[src/mrc_pkg.sv]
// ----------------------------------------------------------------------------
// mrc_pkg
// Shared types, command codes, verdict codes and the fixed reply strings of
// the modem response classifier.
// ----------------------------------------------------------------------------
package mrc_pkg;

  localparam int WIN_LEN = 10;
  localparam int NUM_PAT = 9;

  localparam logic [1:0] CMD_START = 2'd0;
  localparam logic [1:0] CMD_BYTE  = 2'd1;
  localparam logic [1:0] CMD_TICK  = 2'd2;

  localparam logic [7:0] CHAR_LF    = 8'h0A;
  localparam logic [7:0] CHAR_CR    = 8'h0D;
  localparam logic [7:0] CHAR_SPACE = 8'h20;
  localparam logic [7:0] CHAR_NUL   = 8'h00;

  localparam logic [3:0] BREAKS_SHORT = 4'd4;
  localparam logic [3:0] BREAKS_LONG  = 4'd8;
  localparam logic [3:0] BREAKS_MAX   = 4'd15;

  typedef enum logic [2:0] {
    VERDICT_FAILURE    = 3'd0,
    VERDICT_OK         = 3'd1,
    VERDICT_REGISTERED = 3'd2,
    VERDICT_RING       = 3'd3,
    VERDICT_PROMPT     = 3'd4,
    VERDICT_NO_CARRIER = 3'd5
  } verdict_t;

  typedef logic [WIN_LEN-1:0][7:0] win_t;
  typedef logic [NUM_PAT-1:0] seen_t;

  typedef struct packed {
    logic       clear;
    logic       push;
    logic [7:0] data;
  } match_ctl_t;

  localparam logic [7:0] PAT_TEXT [NUM_PAT][WIN_LEN] = '{
    '{"N", "O", 8'h00, 8'h00, 8'h00, 8'h00, 8'h00, 8'h00, 8'h00, 8'h00},
    '{"O", "K", 8'h00, 8'h00, 8'h00, 8'h00, 8'h00, 8'h00, 8'h00, 8'h00},
    '{"B", "U", "S", "Y", 8'h00, 8'h00, 8'h00, 8'h00, 8'h00, 8'h00},
    '{"E", "R", "R", "O", "R", 8'h00, 8'h00, 8'h00, 8'h00, 8'h00},
    '{"N", "O", " ", "A", "N", "S", "W", "E", "R", 8'h00},
    '{"N", "O", " ", "C", "A", "R", "R", "I", "E", "R"},
    '{"C", "R", "E", "G", ":", " ", "0", ",", "1", 8'h00},
    '{"R", "I", "N", "G", 8'h00, 8'h00, 8'h00, 8'h00, 8'h00, 8'h00},
    '{">", 8'h00, 8'h00, 8'h00, 8'h00, 8'h00, 8'h00, 8'h00, 8'h00, 8'h00}
  };

  localparam int PAT_LEN [NUM_PAT] = '{2, 2, 4, 5, 9, 10, 9, 4, 1};

  localparam verdict_t PAT_CODE [NUM_PAT] = '{
    VERDICT_FAILURE, VERDICT_OK, VERDICT_FAILURE, VERDICT_FAILURE,
    VERDICT_FAILURE, VERDICT_NO_CARRIER, VERDICT_REGISTERED, VERDICT_RING,
    VERDICT_PROMPT
  };

  // The newest byte sits at the top of the window, so a string ends there.
  function automatic logic pat_hit(win_t w, int p);
    logic hit;
    hit = 1'b1;
    for (int i = 0; i < WIN_LEN; i++) begin
      if (i < PAT_LEN[p]) begin
        if (w[WIN_LEN - PAT_LEN[p] + i] != PAT_TEXT[p][i]) begin
          hit = 1'b0;
        end
      end
    end
    return hit;
  endfunction

  // Later strings in the list take priority over earlier ones.
  function automatic verdict_t pick_verdict(seen_t s);
    verdict_t v;
    v = VERDICT_FAILURE;
    for (int p = 0; p < NUM_PAT; p++) begin
      if (s[p]) begin
        v = PAT_CODE[p];
      end
    end
    return v;
  endfunction

endpackage

[src/modem_response_classifier.sv]
// ----------------------------------------------------------------------------
// modem_response_classifier
// Classifies a modem reply collected in a receive window into one verdict.
// ----------------------------------------------------------------------------
// A start transaction opens a window with a tick limit and a line-break mode;
// byte and tick transactions then feed it, and one verdict transaction leaves
// when the window closes on line breaks or on the tick limit, or at once on a
// start with a zero tick limit. Every input transaction is taken into an input
// register and handled against the window state once the output register is
// free, so one transaction is accepted per cycle while no verdict waits
// untaken, and the verdict is registered in the output register. No
// transaction is handled while a verdict waits untaken; the input register can
// still take one, and input stalls whenever a verdict waits while it holds one.
module modem_response_classifier
  import mrc_pkg::*;
#(
  parameter int BUFFER_BYTES = 100
) (
  input  logic        clk,
  input  logic        rst_n,
  input  logic        in_valid,
  output logic        in_ready,
  input  logic [1:0]  in_cmd,
  input  logic [7:0]  in_data_byte,
  input  logic [15:0] in_tick_limit,
  input  logic        in_long_mode,
  output logic        out_valid,
  input  logic        out_ready,
  output logic [2:0]  out_verdict
);

  localparam int CNT_W = $clog2(BUFFER_BYTES + 1);
  localparam logic [CNT_W-1:0] CNT_MAX = CNT_W'(BUFFER_BYTES);

  logic             item_valid_r;
  logic [1:0]       item_cmd_r;
  logic [7:0]       item_byte_r;
  logic [15:0]      item_limit_r;
  logic             item_mode_r;

  logic             active_r, active_nxt;
  logic [CNT_W-1:0] stored_r, stored_nxt;
  logic [3:0]       breaks_r, breaks_nxt;
  logic [15:0]      ticks_r, ticks_nxt;
  logic [15:0]      limit_r, limit_nxt;
  logic             mode_r, mode_nxt;
  logic             ended_r, ended_nxt;

  logic             out_valid_r;
  verdict_t         out_verdict_r;

  logic             out_free;
  logic             proc_fire;
  logic             emit;
  logic [7:0]       stored_byte;
  match_ctl_t       mctl;
  verdict_t         verdict;

  assign out_free  = !out_valid_r || out_ready;
  assign proc_fire = item_valid_r && out_free;
  assign in_ready  = !item_valid_r || out_free;

  always_comb begin
    active_nxt  = active_r;
    stored_nxt  = stored_r;
    breaks_nxt  = breaks_r;
    ticks_nxt   = ticks_r;
    limit_nxt   = limit_r;
    mode_nxt    = mode_r;
    ended_nxt   = ended_r;
    emit        = 1'b0;
    mctl        = '0;
    stored_byte = item_byte_r;
    if (item_byte_r == CHAR_LF || item_byte_r == CHAR_CR) begin
      stored_byte = CHAR_SPACE;
    end
    mctl.data = stored_byte;
    if (proc_fire) begin
      case (item_cmd_r)
        CMD_START: begin
          mctl.clear = 1'b1;
          stored_nxt = '0;
          breaks_nxt = '0;
          ticks_nxt  = '0;
          ended_nxt  = 1'b0;
          limit_nxt  = item_limit_r;
          mode_nxt   = item_mode_r;
          emit       = (item_limit_r == '0);
          active_nxt = !emit;
        end
        CMD_BYTE: begin
          if (active_r) begin
            if (stored_r < CNT_MAX) begin
              stored_nxt = stored_r + 1'b1;
              if (stored_byte == CHAR_SPACE && item_byte_r != CHAR_SPACE
                  && breaks_r < BREAKS_MAX) begin
                breaks_nxt = breaks_r + 1'b1;
              end
              if (!ended_r) begin
                if (stored_byte == CHAR_NUL) begin
                  ended_nxt = 1'b1;
                end else begin
                  mctl.push = 1'b1;
                end
              end
            end
            emit = (!mode_r && breaks_nxt == BREAKS_SHORT)
                || (mode_r && breaks_nxt == BREAKS_LONG);
            active_nxt = !emit;
          end
        end
        CMD_TICK: begin
          if (active_r) begin
            if (ticks_r != 16'hFFFF) begin
              ticks_nxt = ticks_r + 1'b1;
            end
            emit       = (ticks_nxt >= limit_r);
            active_nxt = !emit;
          end
        end
        default: begin
        end
      endcase
    end
  end

  mrc_matcher u_matcher (
    .clk     (clk),
    .rst_n   (rst_n),
    .ctl     (mctl),
    .verdict (verdict)
  );

  always_ff @(posedge clk) begin
    if (!rst_n) begin
      item_valid_r <= 1'b0;
    end else if (in_ready) begin
      item_valid_r <= in_valid;
    end
  end

  always_ff @(posedge clk) begin
    if (in_valid && in_ready) begin
      item_cmd_r   <= in_cmd;
      item_byte_r  <= in_data_byte;
      item_limit_r <= in_tick_limit;
      item_mode_r  <= in_long_mode;
    end
  end

  always_ff @(posedge clk) begin
    if (!rst_n) begin
      active_r <= 1'b0;
      stored_r <= '0;
      breaks_r <= '0;
      ticks_r  <= '0;
      limit_r  <= '0;
      mode_r   <= 1'b0;
      ended_r  <= 1'b0;
    end else begin
      active_r <= active_nxt;
      stored_r <= stored_nxt;
      breaks_r <= breaks_nxt;
      ticks_r  <= ticks_nxt;
      limit_r  <= limit_nxt;
      mode_r   <= mode_nxt;
      ended_r  <= ended_nxt;
    end
  end

  always_ff @(posedge clk) begin
    if (!rst_n) begin
      out_valid_r <= 1'b0;
    end else if (proc_fire && emit) begin
      out_valid_r <= 1'b1;
    end else if (out_ready) begin
      out_valid_r <= 1'b0;
    end
  end

  always_ff @(posedge clk) begin
    if (proc_fire && emit) begin
      out_verdict_r <= verdict;
    end
  end

  assign out_valid   = out_valid_r;
  assign out_verdict = out_verdict_r;

  // A start with a zero tick limit must produce a verdict right away.
  assert property (@(posedge clk) disable iff (!rst_n)
    (proc_fire && item_cmd_r == CMD_START && item_limit_r == '0) |=> out_valid_r)
    else $error("zero tick limit start did not produce a verdict");

  // A verdict always closes the window.
  assert property (@(posedge clk) disable iff (!rst_n)
    (proc_fire && emit) |=> !active_r)
    else $error("window still open after a verdict");

  // An open window never holds the line breaks that should have closed it.
  assert property (@(posedge clk) disable iff (!rst_n)
    (active_r && !mode_r) |-> (breaks_r < BREAKS_SHORT))
    else $error("short mode window open past its line-break limit");

  assert property (@(posedge clk) disable iff (!rst_n)
    (active_r && mode_r) |-> (breaks_r < BREAKS_LONG))
    else $error("long mode window open past its line-break limit");

  assert property (@(posedge clk) disable iff (!rst_n)
    stored_r <= CNT_MAX)
    else $error("stored byte count exceeds the buffer size");

endmodule

[src/mrc_matcher.sv]
// ----------------------------------------------------------------------------
// mrc_matcher
// Keeps the last ten text bytes and one seen flag per reply string, and gives
// the verdict that the flags will hold after the current update.
// ----------------------------------------------------------------------------
module mrc_matcher
  import mrc_pkg::*;
(
  input  logic       clk,
  input  logic       rst_n,
  input  match_ctl_t ctl,
  output verdict_t   verdict
);

  win_t  win_r;
  win_t  win_nxt;
  seen_t seen_r;
  seen_t seen_nxt;
  win_t  shifted;

  always_comb begin
    shifted = {ctl.data, win_r[WIN_LEN-1:1]};
    win_nxt  = win_r;
    seen_nxt = seen_r;
    if (ctl.clear) begin
      win_nxt  = '0;
      seen_nxt = '0;
    end else if (ctl.push) begin
      win_nxt = shifted;
      for (int p = 0; p < NUM_PAT; p++) begin
        if (pat_hit(shifted, p)) begin
          seen_nxt[p] = 1'b1;
        end
      end
    end
  end

  assign verdict = pick_verdict(seen_nxt);

  always_ff @(posedge clk) begin
    if (!rst_n) begin
      win_r  <= '0;
      seen_r <= '0;
    end else begin
      win_r  <= win_nxt;
      seen_r <= seen_nxt;
    end
  end

endmodule
[config.mk]
export PLATFORM = sky130hd
export DESIGN_NAME = modem_response_classifier
export DESIGN_NICKNAME = d
export VERILOG_FILES = /design/src/mrc_pkg.sv /design/src/modem_response_classifier.sv /design/src/mrc_matcher.sv
export SDC_FILE = /design/constraint.sdc
export NUM_CORES = 1
export LEC_CHECK = 0
export BUFFER_PORTS_ARGS = -buffer_cell sky130_fd_sc_hd__buf_4
export CAP_MARGIN = 20
export CORE_UTILIZATION = 57
export CTS_BUF_LIST = sky130_fd_sc_hd__clkbuf_8
export DETAILED_ROUTE_END_ITERATION = 12
export PLACE_DENSITY = 0.72
export SLEW_MARGIN = 20
export SYNTH_ARGS = -nofsm -noshare
export SYNTH_HDL_FRONTEND = slang
export SYNTH_HIERARCHICAL = 1
export SYNTH_SLANG_ARGS = --single-unit
[constraint.sdc]
create_clock -name clk -period 7.7 [get_ports clk]
set_input_delay 0.385 -clock clk [delete_from_list [all_inputs] [get_ports clk]]
set_output_delay 0.385 -clock clk [all_outputs]
set_load 0.02 [all_outputs]
# Word-level counts from Yosys, hierarchy flattened
# Index checks and enable logic that the tools add are counted.
# word_totals
regBits,159
inputBits,31
out_inout_bits,5
word_cells,232
# classes
addsub,3
order_cmp,3
n_eq_ne,49
muxes,120
n_bitwise,1
n_reduce_logical,31
# ops
cell,n
$ne 8x7->1 const B,29
$mux 1,94
$mux 16,5
$ne 8x6->1 const B,9
$pmux 16 s2,1
$mux 4,6
$mux 9,2
$add 16x1->16 const B,1
$eq 8x4->1 const B,2
$ge 16x16->1,1
$logic_not 16->1,1
$ne 16x16->1 const B,1
$mux 7,2
$pmux 7 s2,1
$mux 3,3
$eq 8x6->1 const B,1
$logic_not 8->1,1
$mux 8,1
$pmux 4 s2,1
$add 7x1->7 const B,1
$logic_and 1x1->1,7
$lt 7x7->1 const B,1
$logic_not 1->1,6
$ne 2x2->1 const B,3
other kinds (18),27

# Depth between registers and ports, before layout
# depth
depth_word,23
mapped_depth,13
mapped_depth_nobuf,12

# By module
# Netlist, hierarchy kept.
# by_module_without_submodules
mod,instances,cells_per_inst,area_each_um2
modem_response_classifier,1,400,3917.5
mrc_matcher,1,345,3367.0

# Worst setup path after synthesis
# No wires, ideal clock.
# synth_timing
path_type,reg-to-reg
from,register ticks_r[5]
to,register active_r
arrival_ns,2.962
required_ns,7.629
slack_ns,4.667
stages_incl_launch_ff,14
synth_period_minus_slack_ns,3.033
path_cell_list,dfxtp_1 > clkbuf_1 > and4_1 > and4_1 > a31oi_1 > nand3_1 > xnor2_1 > ha_1 > a211oi_1 > and3_1 > o21ai_0 > a221o_1 > a311o_1 > a21oi_1
# synth_between
elab_chain_cells,9
word_cells_on_any_way,10
classes_between,add/sub: 1; order compare: 1; eq/ne: 1; mux: 6; reduce/logical: 1
# synth_rtl
element,line_no,rtl
from (decl),modem_response_classifier.sv:44,"logic [15:0] ticks_r, ticks_nxt;"
from (signal assigned),modem_response_classifier.sv:164,ticks_r <= ticks_nxt;
$add 16x1->16 / $ne 16x16->1 (equally long branches),"modem_response_classifier.sv:115, modem_response_classifier.sv:114",
$mux 16 *,modem_response_classifier.sv:114,if (ticks_r != 16'hFFFF) begin
$mux 16 *,modem_response_classifier.sv:113,if (active_r) begin
$mux 16 *,modem_response_classifier.sv:79,case (item_cmd_r)
$mux 16 *,modem_response_classifier.sv:78,if (proc_fire) begin
$ge 16x16->1 *,modem_response_classifier.sv:117,emit = (ticks_nxt >= limit_r);
$logic_not 1->1 *,modem_response_classifier.sv:118,active_nxt = !emit;
$mux 1 *,modem_response_classifier.sv:113,
$pmux 1 s3 *,modem_response_classifier.sv:79,
to (signal assigned),modem_response_classifier.sv:161,active_r <= active_nxt;
to (decl),modem_response_classifier.sv:41,"logic active_r, active_nxt;"
# Every way passes the cells marked *; elsewhere a longest branch is shown, timed or not. The select of a mux whose other input is x is not followed.
# A chain may end at the register's enable or synchronous reset.

==> reports/metrics.cfg <==
[status]
outcome = completed

[placement]
dp.cells = 922
hpwlAfterDp_um = 11100
gp_congestion = 0.902
numPortBuffers = 35

[yosys]
synth_compound_area_share_pct = 7.63
yosysWarnings = 6
synth_top_family_by_area = simple AND/OR/NAND/NOR gates
yosys-top-cells-area = dfxtp_1 35%, edfxtp_1 12%, mux2i_1 12%, nor2_1 6.7%, ha_1 4.0%
ys_types = 63
synthSimpleGateAreaFrac_pct = 23.7
synthMuxAreaShare_pct = 12.7
syn_area_um2 = 7280
yosysSeqAreaShare_pct = 47.5
synth_nets = 799
synth_edf_count = 30
netlist_instances = 745
synth.avg_cell_area_um2 = 9.78
ys_seq_elements = 158
yosysTopAreaCellShare_pct = 35.2
yosys-top-cells-count = 130 x nor2_1, 128 x dfxtp_1, 90 x mux2i_1
synth_ff_type = dfxtp_1
synth_most_common_cell = nor2_1
yosys.area_share.xor_xnor_pct = 1.68
async_flop_share_pct = 0
synth_area_leader_cell = dfxtp_1
synthAdderAreaFrac_pct = 3.95

[clock_tree]
cts_sinks = 158
htree_levels = 4
clockRootBuffer = clkbuf_8
clk_latency_ps = 450
clock_path_buffers = 2
cts_buffers = 17
post-cts-setup-buffers = 0
hold_buffers = 0
cts_tree = done
cts.clk_slew.worst_paths_ps = 80
cts_resized = 0

[timing]
fin_setup_tns_ps = 0
finalSetupViolCount = 0
rsz0062_at_grt = false
hold_violations = 0
max_slew_margin_pct = 42.4
min_period_over_period_pct = 50.2
clock.fmax_mhz = 259
min_period_ps = 3870
slew_viol_final = 0
finalClockSkew_ps = 13.2
tightest_slew_ps = 864

[floorplanning]
dieWidth_um = 115
core-area_um2 = 12200
pin_count = 36
start_util_pct = 59.7
design.die.area_um2 = 13200
fp-row-count = 40
die_h_um = 115

[power]
power_density_nw_per_um2 = 199
power_leakage_nw = 2.93
vdd_drop_max_v = 0.000121
power_w = 0.00161

[route]
dr.pass1.iters = 5
drt_wl_total_um = 15600
num_vias = 5629
routed_via_density = 5.91
ant_nets = 0
drt_iter0_markers = 484
drc = 0
wl_per_cell_um = 16.4

[setup_path]
path_max_fanout = 74
cp.arrival_ps = 4060
path_class = reg2reg
r2r_start = item_cmd_r[1]
cp.required_ps = 7890
worstSetupStartpoint = item_cmd_r[1]
start_kind = flop
end_kind = flop

[global_routing]
grt.overflow.total = 0
grt_start_max_net_pins = 81
grt_pass1_vias = 5424
grt_pass1_wl_um = 26000
grt_usage_pct = 25.3
antenna_found_initial = 0

[job]
maxCapViolCount = 0

[min_path]
holdCritStartpoint = in_tick_limit[2]
worstHoldPathType = in2reg

[final_layout]
num_antenna_cells = 0
drive_gt1_share_pct = 10.6
syn2layout_area_growth_pct = 11.3
nets = 827
finalNonFillerCells = 953
fin_util_pct = 66.4

==> logic make-up after synthesis <==
logic type | after synthesis
buffers and inverters | 53
DFF | 158
xor gates and xnor gates | 14
and+or+nand+nor | 321
AOI/OAI and AO/OA | 84
muxes | 92
adders and majority gates | 23
==> final timing paths <==
kind / endpoint / slack (ps) / cells after the start
worst max-delay path: out_verdict[0] / 3830 / 12
worst min-delay path: item_limit_r[2] / 100 / 1
worst max register to register: out_verdict[0] / 3830 / 12
worst min register to register: u_matcher/seen_r[3] / 490 / 2
==> power breakdown <==
group / total, W / internal (W) / switching, W
logic: 0.0000730 / 0.0000301 / 0.0000429
registers: 0.000871 / 0.000858 / 0.0000127
clock network: 0.000669 / 0.000385 / 0.000284
==> metrics by stage <==
stage	hold WS, ps	instance area [µm²]	setup WS, ps
floorplan	437	7280	4670
global placement	456	7670	3870
detailed placement	470	7670	3630
CTS	69.9	8100	3590
global route	71.0	8110	3450
finish	103	8110	3830
==> cell type report <==
| type | instances | area [µm²] |
|---|---|---|
| repair buffers | 38 | 289 |
| well taps | 168 | 210 |
| inverters | 24 | 90.1 |
| clock inverters | 13 | 184 |
| clock buffers | 18 | 248 |
| flip-flops and latches | 158 | 3460 |
| multi-input cells | 534 | 3620 |
| fillers | 1009 | 4100 |
==> critical path, cell delays in order (launching register included) <==
cell	delay, ps
edfxtp_1	430
inv_1	100
ha_1	220
nand4_1	280
nor2_1	290
and2_4	180
buf_6	620
nand2b_1	190
or3_1	410
nor3_1	190
a31oi_1	180
o311ai_0	420
a21oi_1	70
==> per-layer routing <==
metal	wire length [µm]	global-route usage, %	vias to the layer above	share of wire, %
met1	7470	34.6	2680	48
met5	0	0	-	0
met3	765	5.27	24	4.9
met2	7130	39.6	170	46
met4	257	9.09	0	1.6
li1	-	-	2755	-
==> sequential cells by signal, summed over array words and instances, names as in the netlist, 2 cells and up <==
name	cells
u_matcher/seen_r	8
out_verdict	3
breaks_r	4
u_matcher/shifted	72
item_byte_r	8
item_cmd_r	2
stored_r	7
item_limit_r	16
limit_r	16
ticks_r	16
==> layout by cell type (no fill, tap or decap), drive strengths merged, types with 18 or more instances in the layout <==
master / count
nand4: 19
nand3: 19
edfxtp: 30
nand2: 41
buf: 38
mux2i: 90
nor2: 130
a21oi: 23
ha: 23
dfxtp: 128
inv: 28
clkbuf: 18
Note: power is estimated with default switching activity, not from simulation.
